`config.mk`:
```
export PLATFORM = sky130hd
export DESIGN_NAME = pbfl_div
export DESIGN_NICKNAME = d
export VERILOG_FILES = /design/src/rtl/core/pbfl_pkg.sv /design/src/rtl/core/pbfl_div.sv
export SDC_FILE = /design/constraint.sdc
export NUM_CORES = 1
export LEC_CHECK = 0
export ABC_AREA = 0
export CORE_MARGIN = 8
export CORE_UTILIZATION = 69
export DETAILED_ROUTE_END_ITERATION = 12
export DONT_BUFFER_PORTS = 1
export PLACE_DENSITY = 0.91
export SYNTH_ARGS = -nofsm -noshare
export SYNTH_HDL_FRONTEND = slang
export SYNTH_SLANG_ARGS = --single-unit
export TNS_END_PERCENT = 10
```
`constraint.sdc`:
```
create_clock -name clk -period 5.2 [get_ports clk]
set_input_delay 0.78 -clock clk [delete_from_list [all_inputs] [get_ports clk]]
set_output_delay 0.78 -clock clk [all_outputs]
set_load 0.03 [all_outputs]
```
`src/rtl/core/pbfl_pkg.sv`:
```
package pbfl_pkg;

  localparam int PBFL_DEPTH = 1024;

  localparam int IDX_W   = 10;
  localparam int PROD_W  = 48;
  localparam int FRAC_W  = 31;
  localparam int LAM_W   = 32;
  localparam int TEMP_W  = 24;
  localparam int XP_W    = 52;   // lambda*T after the right shift by 4
  localparam int RES_W   = 32;
  localparam int CFG_W   = 11;
  localparam int DIVD_W  = 63;
  localparam int DIVS_W  = 32;
  localparam int QUO_W   = 31;

  localparam logic [RES_W-1:0]  ONE_Q30 = 32'h4000_0000;
  localparam logic [TEMP_W-1:0] T_FLOOR = 24'd694;

  localparam logic OP_WRITE = 1'b0;
  localparam logic OP_QUERY = 1'b1;

  localparam logic CFG_SINGLE_BAND  = 1'b0;
  localparam logic CFG_ENTRIES_USED = 1'b1;

  typedef enum logic [4:0] {
    S_IDLE,
    S_MUL_LO,
    S_MUL_HI,
    S_RD_FIRST,
    S_RD_LAST,
    S_CHECK,
    S_EVAL,
    S_SRCH,
    S_SCMP,
    S_RD_I1,
    S_SEG,
    S_NORM,
    S_MUL,
    S_DIVST,
    S_DIVW,
    S_PUT
  } state_t;

endpackage

```
`src/rtl/core/pbfl_div.sv`:
```
module pbfl_div
  import pbfl_pkg::*;
(
  input  logic              clk,
  input  logic              rst_n,
  input  logic              start,
  input  logic [DIVD_W-1:0] dividend,
  input  logic [DIVS_W-1:0] divisor,
  output logic              done,
  output logic [QUO_W-1:0]  quotient
);

  // Quotient is known to fit QUO_W bits, so the top half starts below the divisor.
  logic [DIVS_W-1:0] rem_r, rem_nxt;
  logic [QUO_W-1:0]  num_r, num_nxt;
  logic [DIVS_W-1:0] dsr_r, dsr_nxt;
  logic [4:0]        cnt_r, cnt_nxt;
  logic              busy_r, busy_nxt;
  logic              done_r, done_nxt;
  logic [DIVS_W:0]   trial;
  logic [DIVS_W:0]   diff;

  always_comb begin
    rem_nxt  = rem_r;
    num_nxt  = num_r;
    dsr_nxt  = dsr_r;
    cnt_nxt  = cnt_r;
    busy_nxt = busy_r;
    done_nxt = 1'b0;
    trial    = {rem_r, num_r[QUO_W-1]};
    diff     = trial - {1'b0, dsr_r};
    if (start) begin
      rem_nxt  = dividend[DIVD_W-1:QUO_W];
      num_nxt  = dividend[QUO_W-1:0];
      dsr_nxt  = divisor;
      cnt_nxt  = 5'(QUO_W);
      busy_nxt = 1'b1;
    end else if (busy_r) begin
      if (trial >= {1'b0, dsr_r}) begin
        rem_nxt = diff[DIVS_W-1:0];
        num_nxt = {num_r[QUO_W-2:0], 1'b1};
      end else begin
        rem_nxt = trial[DIVS_W-1:0];
        num_nxt = {num_r[QUO_W-2:0], 1'b0};
      end
      cnt_nxt = cnt_r - 5'd1;
      if (cnt_r == 5'd1) begin
        busy_nxt = 1'b0;
        done_nxt = 1'b1;
      end
    end
  end

  always_ff @(posedge clk) begin
    if (!rst_n) begin
      busy_r <= 1'b0;
      done_r <= 1'b0;
      cnt_r  <= '0;
    end else begin
      busy_r <= busy_nxt;
      done_r <= done_nxt;
      cnt_r  <= cnt_nxt;
    end
    rem_r <= rem_nxt;
    num_r <= num_nxt;
    dsr_r <= dsr_nxt;
  end

  assign done     = done_r;
  assign quotient = num_r;

endmodule

```
Yosys cells after proc, flatten, opt, wreduce, memory -nomap -nowiden:

Index checks and enable logic that the tools add are counted.

* add/subtract/negate cells: 2
* $lt $le $gt $ge: 1
* eq/ne operators: 1
* mux-type cells: 12
* bitwise operators: 2
* reductions and logical operators: 2

Operator list (count)
* 32-bit 2-to-1 mux: 3
* 31-bit 2-to-1 mux: 2
* 33-bit by 32-bit >= comparator with 1-bit output: 1
* 32-bit subtractor: 1
* 5-bit 2-to-1 mux: 2
* 5-bit by 1-bit == test with 1-bit output, second input constant: 1
* 1-bit 2-to-1 mux: 5
* 5-bit by 1-bit subtractor with 5-bit output, second input constant: 1
* 3-bit OR reduction: 1
* 1-bit inverter: 2
* 2-bit nonzero test: 1

* register bits after elaboration: 102
* input port bits: 98
* output and inout port bits: 32
* logic and storage cells: 26

Depth between registers and ports, before layout:

Gate-level depths: netlist of the first run.

* word-level depth: 4
* depth in mapped cells: 14
* gate-level depth less buffers: 13

Worst setup path before layout of the first run:

Ideal clock, no wire load.

* kind: register to register
* from: reg num_r[30], in the netlist quotient[30]
* to: reg rem_r[18] (data pin)
* library setup time: 0.270 ns
* arrival time: 2.832 ns
* data required time: 4.930 ns
* slack: 2.097 ns
* stages on the path, launching flop included: 14
* path buffers: 0
* period minus slack after synthesis: 3.103 ns
* path through: edfxtp_1 > inv_1 > ha_1 > inv_1 > fa_1 > a211oi_1 > o211ai_1 > a41oi_1 > o21ai_1 > a31oi_1 > o21ai_0 > xor2_1 > mux2i_1 > a21oi_1

* longest elaborated chain between the ends: 4
* elaborated cells on any way between the ends: 5
* those cells by class: 1 x add/sub; 1 x order compare; 3 x mux

Ends and longest elaborated chain
* start: declaration: line pbfl_div.sv:15 `logic [QUO_W-1:0] num_r, num_nxt;`
* start signal: assignment: line pbfl_div.sv:65 `num_r <= num_nxt;`
* 32-bit subtractor / 33-bit by 32-bit >= comparator with 1-bit output (equally long branches): line pbfl_div.sv:31, pbfl_div.sv:39
* 32-bit 2-to-1 mux (*): line pbfl_div.sv:39 `if (trial >= {1'b0, dsr_r}) begin`
* 32-bit 2-to-1 mux (*): line pbfl_div.sv:38 `end else if (busy_r) begin`
* 32-bit 2-to-1 mux (*): line pbfl_div.sv:32 `if (start) begin`
* net rem_nxt[18]: line pbfl_div.sv:14 `logic [DIVS_W-1:0] rem_r, rem_nxt;`
* end signal: assignment: line pbfl_div.sv:64 `rem_r <= rem_nxt;`
* end: declaration: line pbfl_div.sv:14

Mark *: on every way through the listed nets, which the timed path passes. The rest lies on a longest branch. The select of a mux whose other input is x is not followed.
A chain may end at the register's enable or synchronous reset.

Final worst setup path of the first run:

Same ends and word-level chain as after synthesis.

==> flow_metrics.py, run 1 <==
metrics = {
    "finish": {
        "nets": 680,
        "syn_to_final_growth_pct": 3.47,
        "drive_above_1_share": 0.111,
        "final_cell_mix": "edfxtp_1 (95), a21oi_1 (56), nor2_1 (43)",
        "final_util": 0.731,
        "insertedDiodeCount": 0,
        "final_common_cell": "edfxtp_1",
    },
    "place": {
        "place_ws_ns": 1.59,
        "hpwlAfterDp_mm": 10.2,
        "io_buffers": 0,
        "finalWeightedCongestion": 0.893,
    },
    "clocking": {
        "clkSlewWorstSetupHoldPaths_ns": 0.12,
        "cts_tree": "done",
        "worstSkewPairLatency_ns": 0.39,
        "htree_levels": 3,
        "numCtsBuffers": 9,
        "max-clock-path-buffers": 2,
        "cts-resized-gates": 0,
        "cts_sinks": 102,
        "cts.hold.buffers_added": 0,
        "cts_root_buf": "clkbuf_8",
        "cts_setup_buffers": 0,
    },
    "sta": {
        "setup_viol": 0,
        "finalCritPeriodShare": 0.697,
        "worst_slew_pin_slew_ns": 1.01,
        "fin_setup_tns_ns": 0,
        "fin_ws_ns": 1.58,
        "relSlewSlack": 0.327,
        "period_minus_slack_ns": 3.62,
        "rsz0062_at_grt": "no",
        "clock.fmax_mhz": 276,
        "fin_skew_ns": 0.0144,
        "hold_violations": 0,
        "drv_slew": 0,
    },
    "routing": {
        "ant_nets": 0,
        "drc": 0,
        "dr.pass1.iters": 5,
        "vias": 4196,
        "viasPerCell": 6.36,
        "drt-initial-drc-count": 209,
        "routed_wl_mm": 13.8,
        "routedWlPerCell_um": 20.8,
    },
    "yosys": {
        "synth.distinct_cells": 57,
        "avgSynthCellArea_um2": 10.9,
        "yosysWarnings": 0,
        "synth.top_cell.area_share": 0.468,
        "synth_top_family_by_area": "compound AO/OA/AOI/OAI gates",
        "synthArstFlopShare": 0,
        "synth-compound-area-share": 0.157,
        "yosys-mux-area-fraction": 0.103,
        "synthAdderAreaFrac": 0.0730,
        "synth_edf_count": 95,
        "syn_nets": 692,
        "yosys.area_share.simple": 0.0843,
        "yosys.area.top_type": "edfxtp_1",
        "synth.area.top_cells": "edfxtp_1 (47%), ha_1 (7.0%), mux2_2 (5.9%)",
        "yosys.area_share.xor_xnor": 0.0445,
        "synth_area_um2": 6100,
        "seq_area_frac_synth": 0.491,
        "synth_cells": 559,
        "synth-seq-cells": 102,
        "synth_flop_cell": "edfxtp_1",
    },
    "die": {
        "die_x_um": 110,
        "core_um2": 8640,
        "die_h_um": 110,
        "initial_core_util": 0.706,
        "dieArea_um2": 12100,
        "io_pins": 130,
        "fp-row-count": 34,
    },
    "global_routing": {
        "antenna_found_initial": 1,
        "grt_pass1_vias": 4355,
        "globalRouteOverflowTotal": 0,
        "track_usage": 0.227,
        "grt_pass1_wl_mm": 21.2,
        "grt_max_degree": 78,
    },
    "worst_hold_path": {
        "hold_start": "divisor[27]",
        "min_path_type": "primary input to flip-flop",
        "hold_depth": 0,
        "min_to": "dsr_r[27]",
    },
    "critical_path": {
        "reg2reg_slack_ns": 1.58,
        "endpoint_kind": "flip-flop",
        "crit_slowest_cell": "edfxtp_1",
        "rr_worst_depth": 13,
        "cpPeakStageDelay_ns": 0.57,
        "worstSetupStartpointType": "flip-flop",
        "path_cells": "inv_1 -> ha_1 -> inv_1 -> fa_1 -> a211oi_1 -> o211ai_1 -> a41oi_1 -> o21ai_1 -> a31oi_1 -> o21ai_0 -> xor2_1 -> mux2i_1 -> a21oi_1",
        "cp.required_ns": 5.29,
        "crit_fanout": 3,
        "crit_type": "flip-flop to flip-flop",
        "critPathArrivalTime_ns": 3.71,
        "rr_endpoint": "rem_r[18]",
        "crit_top_cell": "inv_1",
        "timing.rr.start": "quotient[30]",
    },
    "power": {
        "total_leakage_power_nw": 2.60,
        "vdd_drop_max_uv": 239,
        "p_per_area_nw_per_um2": 439,
    },
    "status": {
        "outcome": "complete, no violations",
    },
    "flow_run": {
        "cap_violations": 0,
    },
}
## Yosys cell counts, types with 2 or more instances
cell,count
edfxtp_1,95
a21oi_1,56
nor2_1,43
inv_1,42
nand2_1,37
ha_1,34
mux2_2,32
mux2i_1,27
clkbuf_1,17
xnor2_1,17
a21o_1,16
o21ai_0,16
o21ai_1,14
xor2_1,14
nor3_1,8
a21boi_0,7
dfxtp_1,7
nand3_1,7
a31oi_1,5
nand4_1,5
o21bai_1,5
buf_6,4
o211ai_1,4
a211oi_1,3
and3_1,3
nand2b_1,3
nor4_1,3
a211oi_2,2
a21oi_2,2
a221oi_1,2
buf_1,2
o21a_1,2
## kinds of logic (layout without fill, tap and decap cells)
family                     Yosys count  after routing
AOI/OAI and AO/OA                  149            149
adders and majority gates           35             35
muxes                               59             59
DFF                                102            102
buffers and inverters               67             60
xor gates and xnor gates            31             31
and+or+nand+nor                    116            116
## registers in the layout, indices dropped and copies added (netlist names)
register,count
done,1
quotient,31
busy_r,1
dsr_r,32
rem_r,32
cnt_r,5
## critical path: cells and delay by family (launching register included)
family,cells,cell delay [ns]
buffers and inverters,2,0.21
xor gates and xnor gates,1,0.16
muxes,1,0.13
adders and majority gates,2,0.61
DFF,1,0.57
AOI/OAI and AO/OA,7,1.66
## routing by layer
layer | GRT usage | part of all wire | up-vias
li1 | - | - | 2018
met1 | 0.241 | 0.38 | 1992
met2 | 0.394 | 0.49 | 160
met3 | 0.108 | 0.11 | 24
met4 | 0.0627 | 0.015 | 2
met5 | 0 | 0.00058 | -
## power breakdown
| part | internal [mW] | switching, mW |
|---|---|---|
| Sequential | 1.06 | 0.128 |
| Clock | 0.187 | 0.319 |
| Combinational | 0.468 | 0.613 |
| Total | 1.71 | 1.06 |
## how the worst max path moves through the flow
stage | to | cells past startpoint | slack [ns] | startpoint
3_5_place_dp | rem_r[18] | 13 | 1.59 | quotient[30]
5_1_grt | rem_r[18] | 13 | 1.33 | quotient[30]
4_1_cts | rem_r[18] | 13 | 1.58 | quotient[30]
6_report | rem_r[18] | 13 | 1.58 | quotient[30]
2_1_floorplan | rem_r[18] | 13 | 2.10 | quotient[30]
3_3_place_gp | rem_r[18] | 13 | 1.78 | quotient[30]
## through the flow
| step | std cells | power (mW) | cell area, µm² | hold WS (ns) |
|---|---|---|---|---|
| after floorplan | 559 | 2.08 | 6100 | 0.524 |
| after global placement | 644 | 2.23 | 6120 | 0.522 |
| after detailed placement | 644 | 2.27 | 6120 | 0.550 |
| after CTS | 660 | 2.77 | 6310 | 0.469 |
| after global routing | 660 | 2.92 | 6310 | 0.462 |
| final | 660 | 2.77 | 6310 | 0.478 |
## layout make-up
type,instances,area (µm²)
well taps,108,135
clock buffers,9,124
fillers,597,2330
inverters,43,161
multi-input cells,390,2820
clock inverters,7,68.8
repair buffers,1,7.51
flip-flops and latches,102,2990
Power figures use the tool's default switching activity.
==> run 2, diff against run 1 <==
Settings changed: ABC_AREA 0 to 1, CORE_UTILIZATION 69 to 65, PLACE_DENSITY 0.91 to 0.87.
Clock period 5.2 ns to 3.4 ns, I/O delays scaled along.
==> flow_metrics.py, run 2 <==
metrics = {
    "yosys": {
        "synth.top_cell.area_share": 0.403,
        "synthArstFlopShare": 0,
        "yosys.area.top_type": "edfxtp_1",
        "synth_cells": 980,
        "synth.most_common_cell": "nand2_1",
        "synth_flop_cell": "edfxtp_1",
        "yosysWarnings": 0,
        "syn_nets": 1113,
        "synth_edf_count": 95,
        "yosys-top-cells-count": "nand2_1 (438), inv_1 (163), edfxtp_1 (95), nand3_1 (68), nor2_1 (43)",
        "synth-seq-cells": 102,
        "synth.area.top_cells": "edfxtp_1 (40%), nand2_1 (23%), inv_1 (8.7%)",
        "synth_area_um2": 7070,
        "synth.distinct_cells": 38,
        "seq_area_frac_synth": 0.423,
        "avgSynthCellArea_um2": 7.22,
    },
    "finish": {
        "syn_to_final_growth_pct": 3.91,
        "final_util": 0.684,
        "nets": 1107,
        "insertedDiodeCount": 0,
        "final_common_cell": "nand2_1",
        "drive_above_1_share": 0.0450,
        "final_cell_mix": "nand2_1 (437), inv_1 (162), edfxtp_1 (95)",
        "fin_area_um2": 7350,
    },
    "clocking": {
        "worstSkewPairLatency_ns": 0.40,
        "numCtsBuffers": 9,
        "cts_setup_buffers": 0,
        "max-clock-path-buffers": 2,
        "clkSlewWorstSetupHoldPaths_ns": 0.12,
        "cts_sinks": 102,
        "cts_tree": "done",
        "htree_levels": 3,
        "cts.hold.buffers_added": 0,
        "cts-resized-gates": 0,
        "cts_root_buf": "clkbuf_8",
    },
    "sta": {
        "relSlewSlack": 0.502,
        "worst_slew_pin_slew_ns": 0.748,
        "fin_setup_tns_ns": 0,
        "clock.fmax_mhz": 345,
        "finalCritPeriodShare": 0.852,
        "setup_viol": 0,
        "period_minus_slack_ns": 2.90,
        "drv_slew": 0,
        "rsz0062_at_grt": "no",
        "fin_ws_ns": 0.504,
        "hold_violations": 0,
        "fin_skew_ns": 0.0232,
    },
    "global_routing": {
        "grt_max_degree": 100,
        "grt_pass1_wl_mm": 29.3,
        "antenna_found_initial": 0,
        "grt_pass1_vias": 6006,
        "globalRouteOverflowTotal": 0,
        "track_usage": 0.255,
    },
    "worst_hold_path": {
        "hold_depth": 0,
        "min_path_type": "primary input to flip-flop",
        "hold_start": "divisor[26]",
        "min_to": "dsr_r[26]",
    },
    "status": {
        "outcome": "complete, no violations",
    },
    "routing": {
        "drc": 0,
        "routed_wl_mm": 18.0,
        "drt-initial-drc-count": 411,
        "routedWlPerCell_um": 16.1,
        "dr.pass1.iters": 5,
        "ant_nets": 0,
        "vias": 6036,
        "viasPerCell": 5.40,
    },
    "place": {
        "hpwlAfterDp_mm": 13.8,
        "place_ws_ns": 0.547,
        "place_area_um2": 7170,
        "finalWeightedCongestion": 0.954,
        "io_buffers": 0,
    },
    "die": {
        "fp-row-count": 38,
        "core_um2": 10700,
        "io_pins": 130,
        "die_h_um": 120,
        "initial_core_util": 0.658,
        "die_x_um": 120,
        "dieArea_um2": 14500,
    },
    "flow_run": {
        "cap_violations": 0,
    },
    "critical_path": {
        "rr_endpoint": "rem_r[28]",
        "crit_fanout": 4,
        "timing.rr.start": "quotient[30]",
        "cp.required_ns": 3.57,
        "crit_top_cell": "nand2_1",
        "crit_type": "flip-flop to flip-flop",
        "critPathArrivalTime_ns": 3.06,
        "reg2reg_slack_ns": 0.50,
        "path_buf_inv": 2,
        "path_cells": "inv_1 -> ha_1 -> inv_1 -> fa_1 -> nand3_1 -> nand3_1 -> nand2_1 -> nand2_1 -> nand2_1 -> nand2_1 -> nand2_1 -> nand2_1 -> nand2_1 -> nand3_1 -> nand2_1 -> nand2_1",
        "rr_worst_depth": 16,
        "worstSetupStartpointType": "flip-flop",
        "crit_slowest_cell": "edfxtp_1",
        "cpPeakStageDelay_ns": 0.57,
        "endpoint_kind": "flip-flop",
        "critPathTopFamily": "simple AND/OR/NAND/NOR gates",
    },
    "power": {
        "total_leakage_power_nw": 3.86,
        "finalPower_mw": 4.48,
        "p_per_area_nw_per_um2": 610,
        "vdd_drop_max_uv": 381,
    },
}
run 2: cells by family (layout without fill, tap and decap cells):
kind of cell,after synthesis,in the layout,share of synthesized area
AOI/OAI and AO/OA,31,31,0.0253
xor gates and xnor gates,14,14,0.0173
adders and majority gates,35,35,0.0630
buffers and inverters,188,186,0.104
DFF,102,102,0.423
and+or+nand+nor,610,610,0.367
run 2: per-stage QoR:
stage / hold slack [ns] / cells
2_1_floorplan: 0.447 / 980
3_3_place_gp: 0.459 / 1103
3_5_place_dp: 0.463 / 1103
4_1_cts: 0.176 / 1118
5_1_grt: 0.181 / 1118
6_report: 0.192 / 1118
run 2: metal layers:
metal | vias up | track usage | part of all wire
met5 | - | 0 | 0
met1 | 2735 | 0.320 | 0.44
met3 | 21 | 0.0699 | 0.085
met4 | 0 | 0.0804 | 0.017
met2 | 222 | 0.419 | 0.46
li1 | 3058 | - | -
run 2: worst max path at each step:
stage	start	to	slack (ns)	cells past startpoint
floorplan	start	cnt_r[1]	1.0	4
global placement	quotient[30]	rem_r[28]	0.59	16
detailed placement	quotient[30]	rem_r[28]	0.55	16
CTS	quotient[30]	rem_r[28]	0.54	16
global route	quotient[30]	rem_r[28]	0.34	16
finish	quotient[30]	rem_r[28]	0.50	16
run 2: area by class of cell:
class	count	area (µm²)
fillers	976	3400
repair buffers	4	30.0
clock buffers	9	124
multi-input cells	690	3350
flip-flops and latches	102	2990
inverters	167	627
well taps	140	175
clock inverters	6	53.8
run 2: where the power goes:
| group | total [mW] | switching [mW] | internal [mW] |
|---|---|---|---|
| sequential | 1.79 | 0.185 | 1.61 |
| combinational | 1.95 | 1.27 | 0.685 |
| clock | 0.735 | 0.460 | 0.275 |
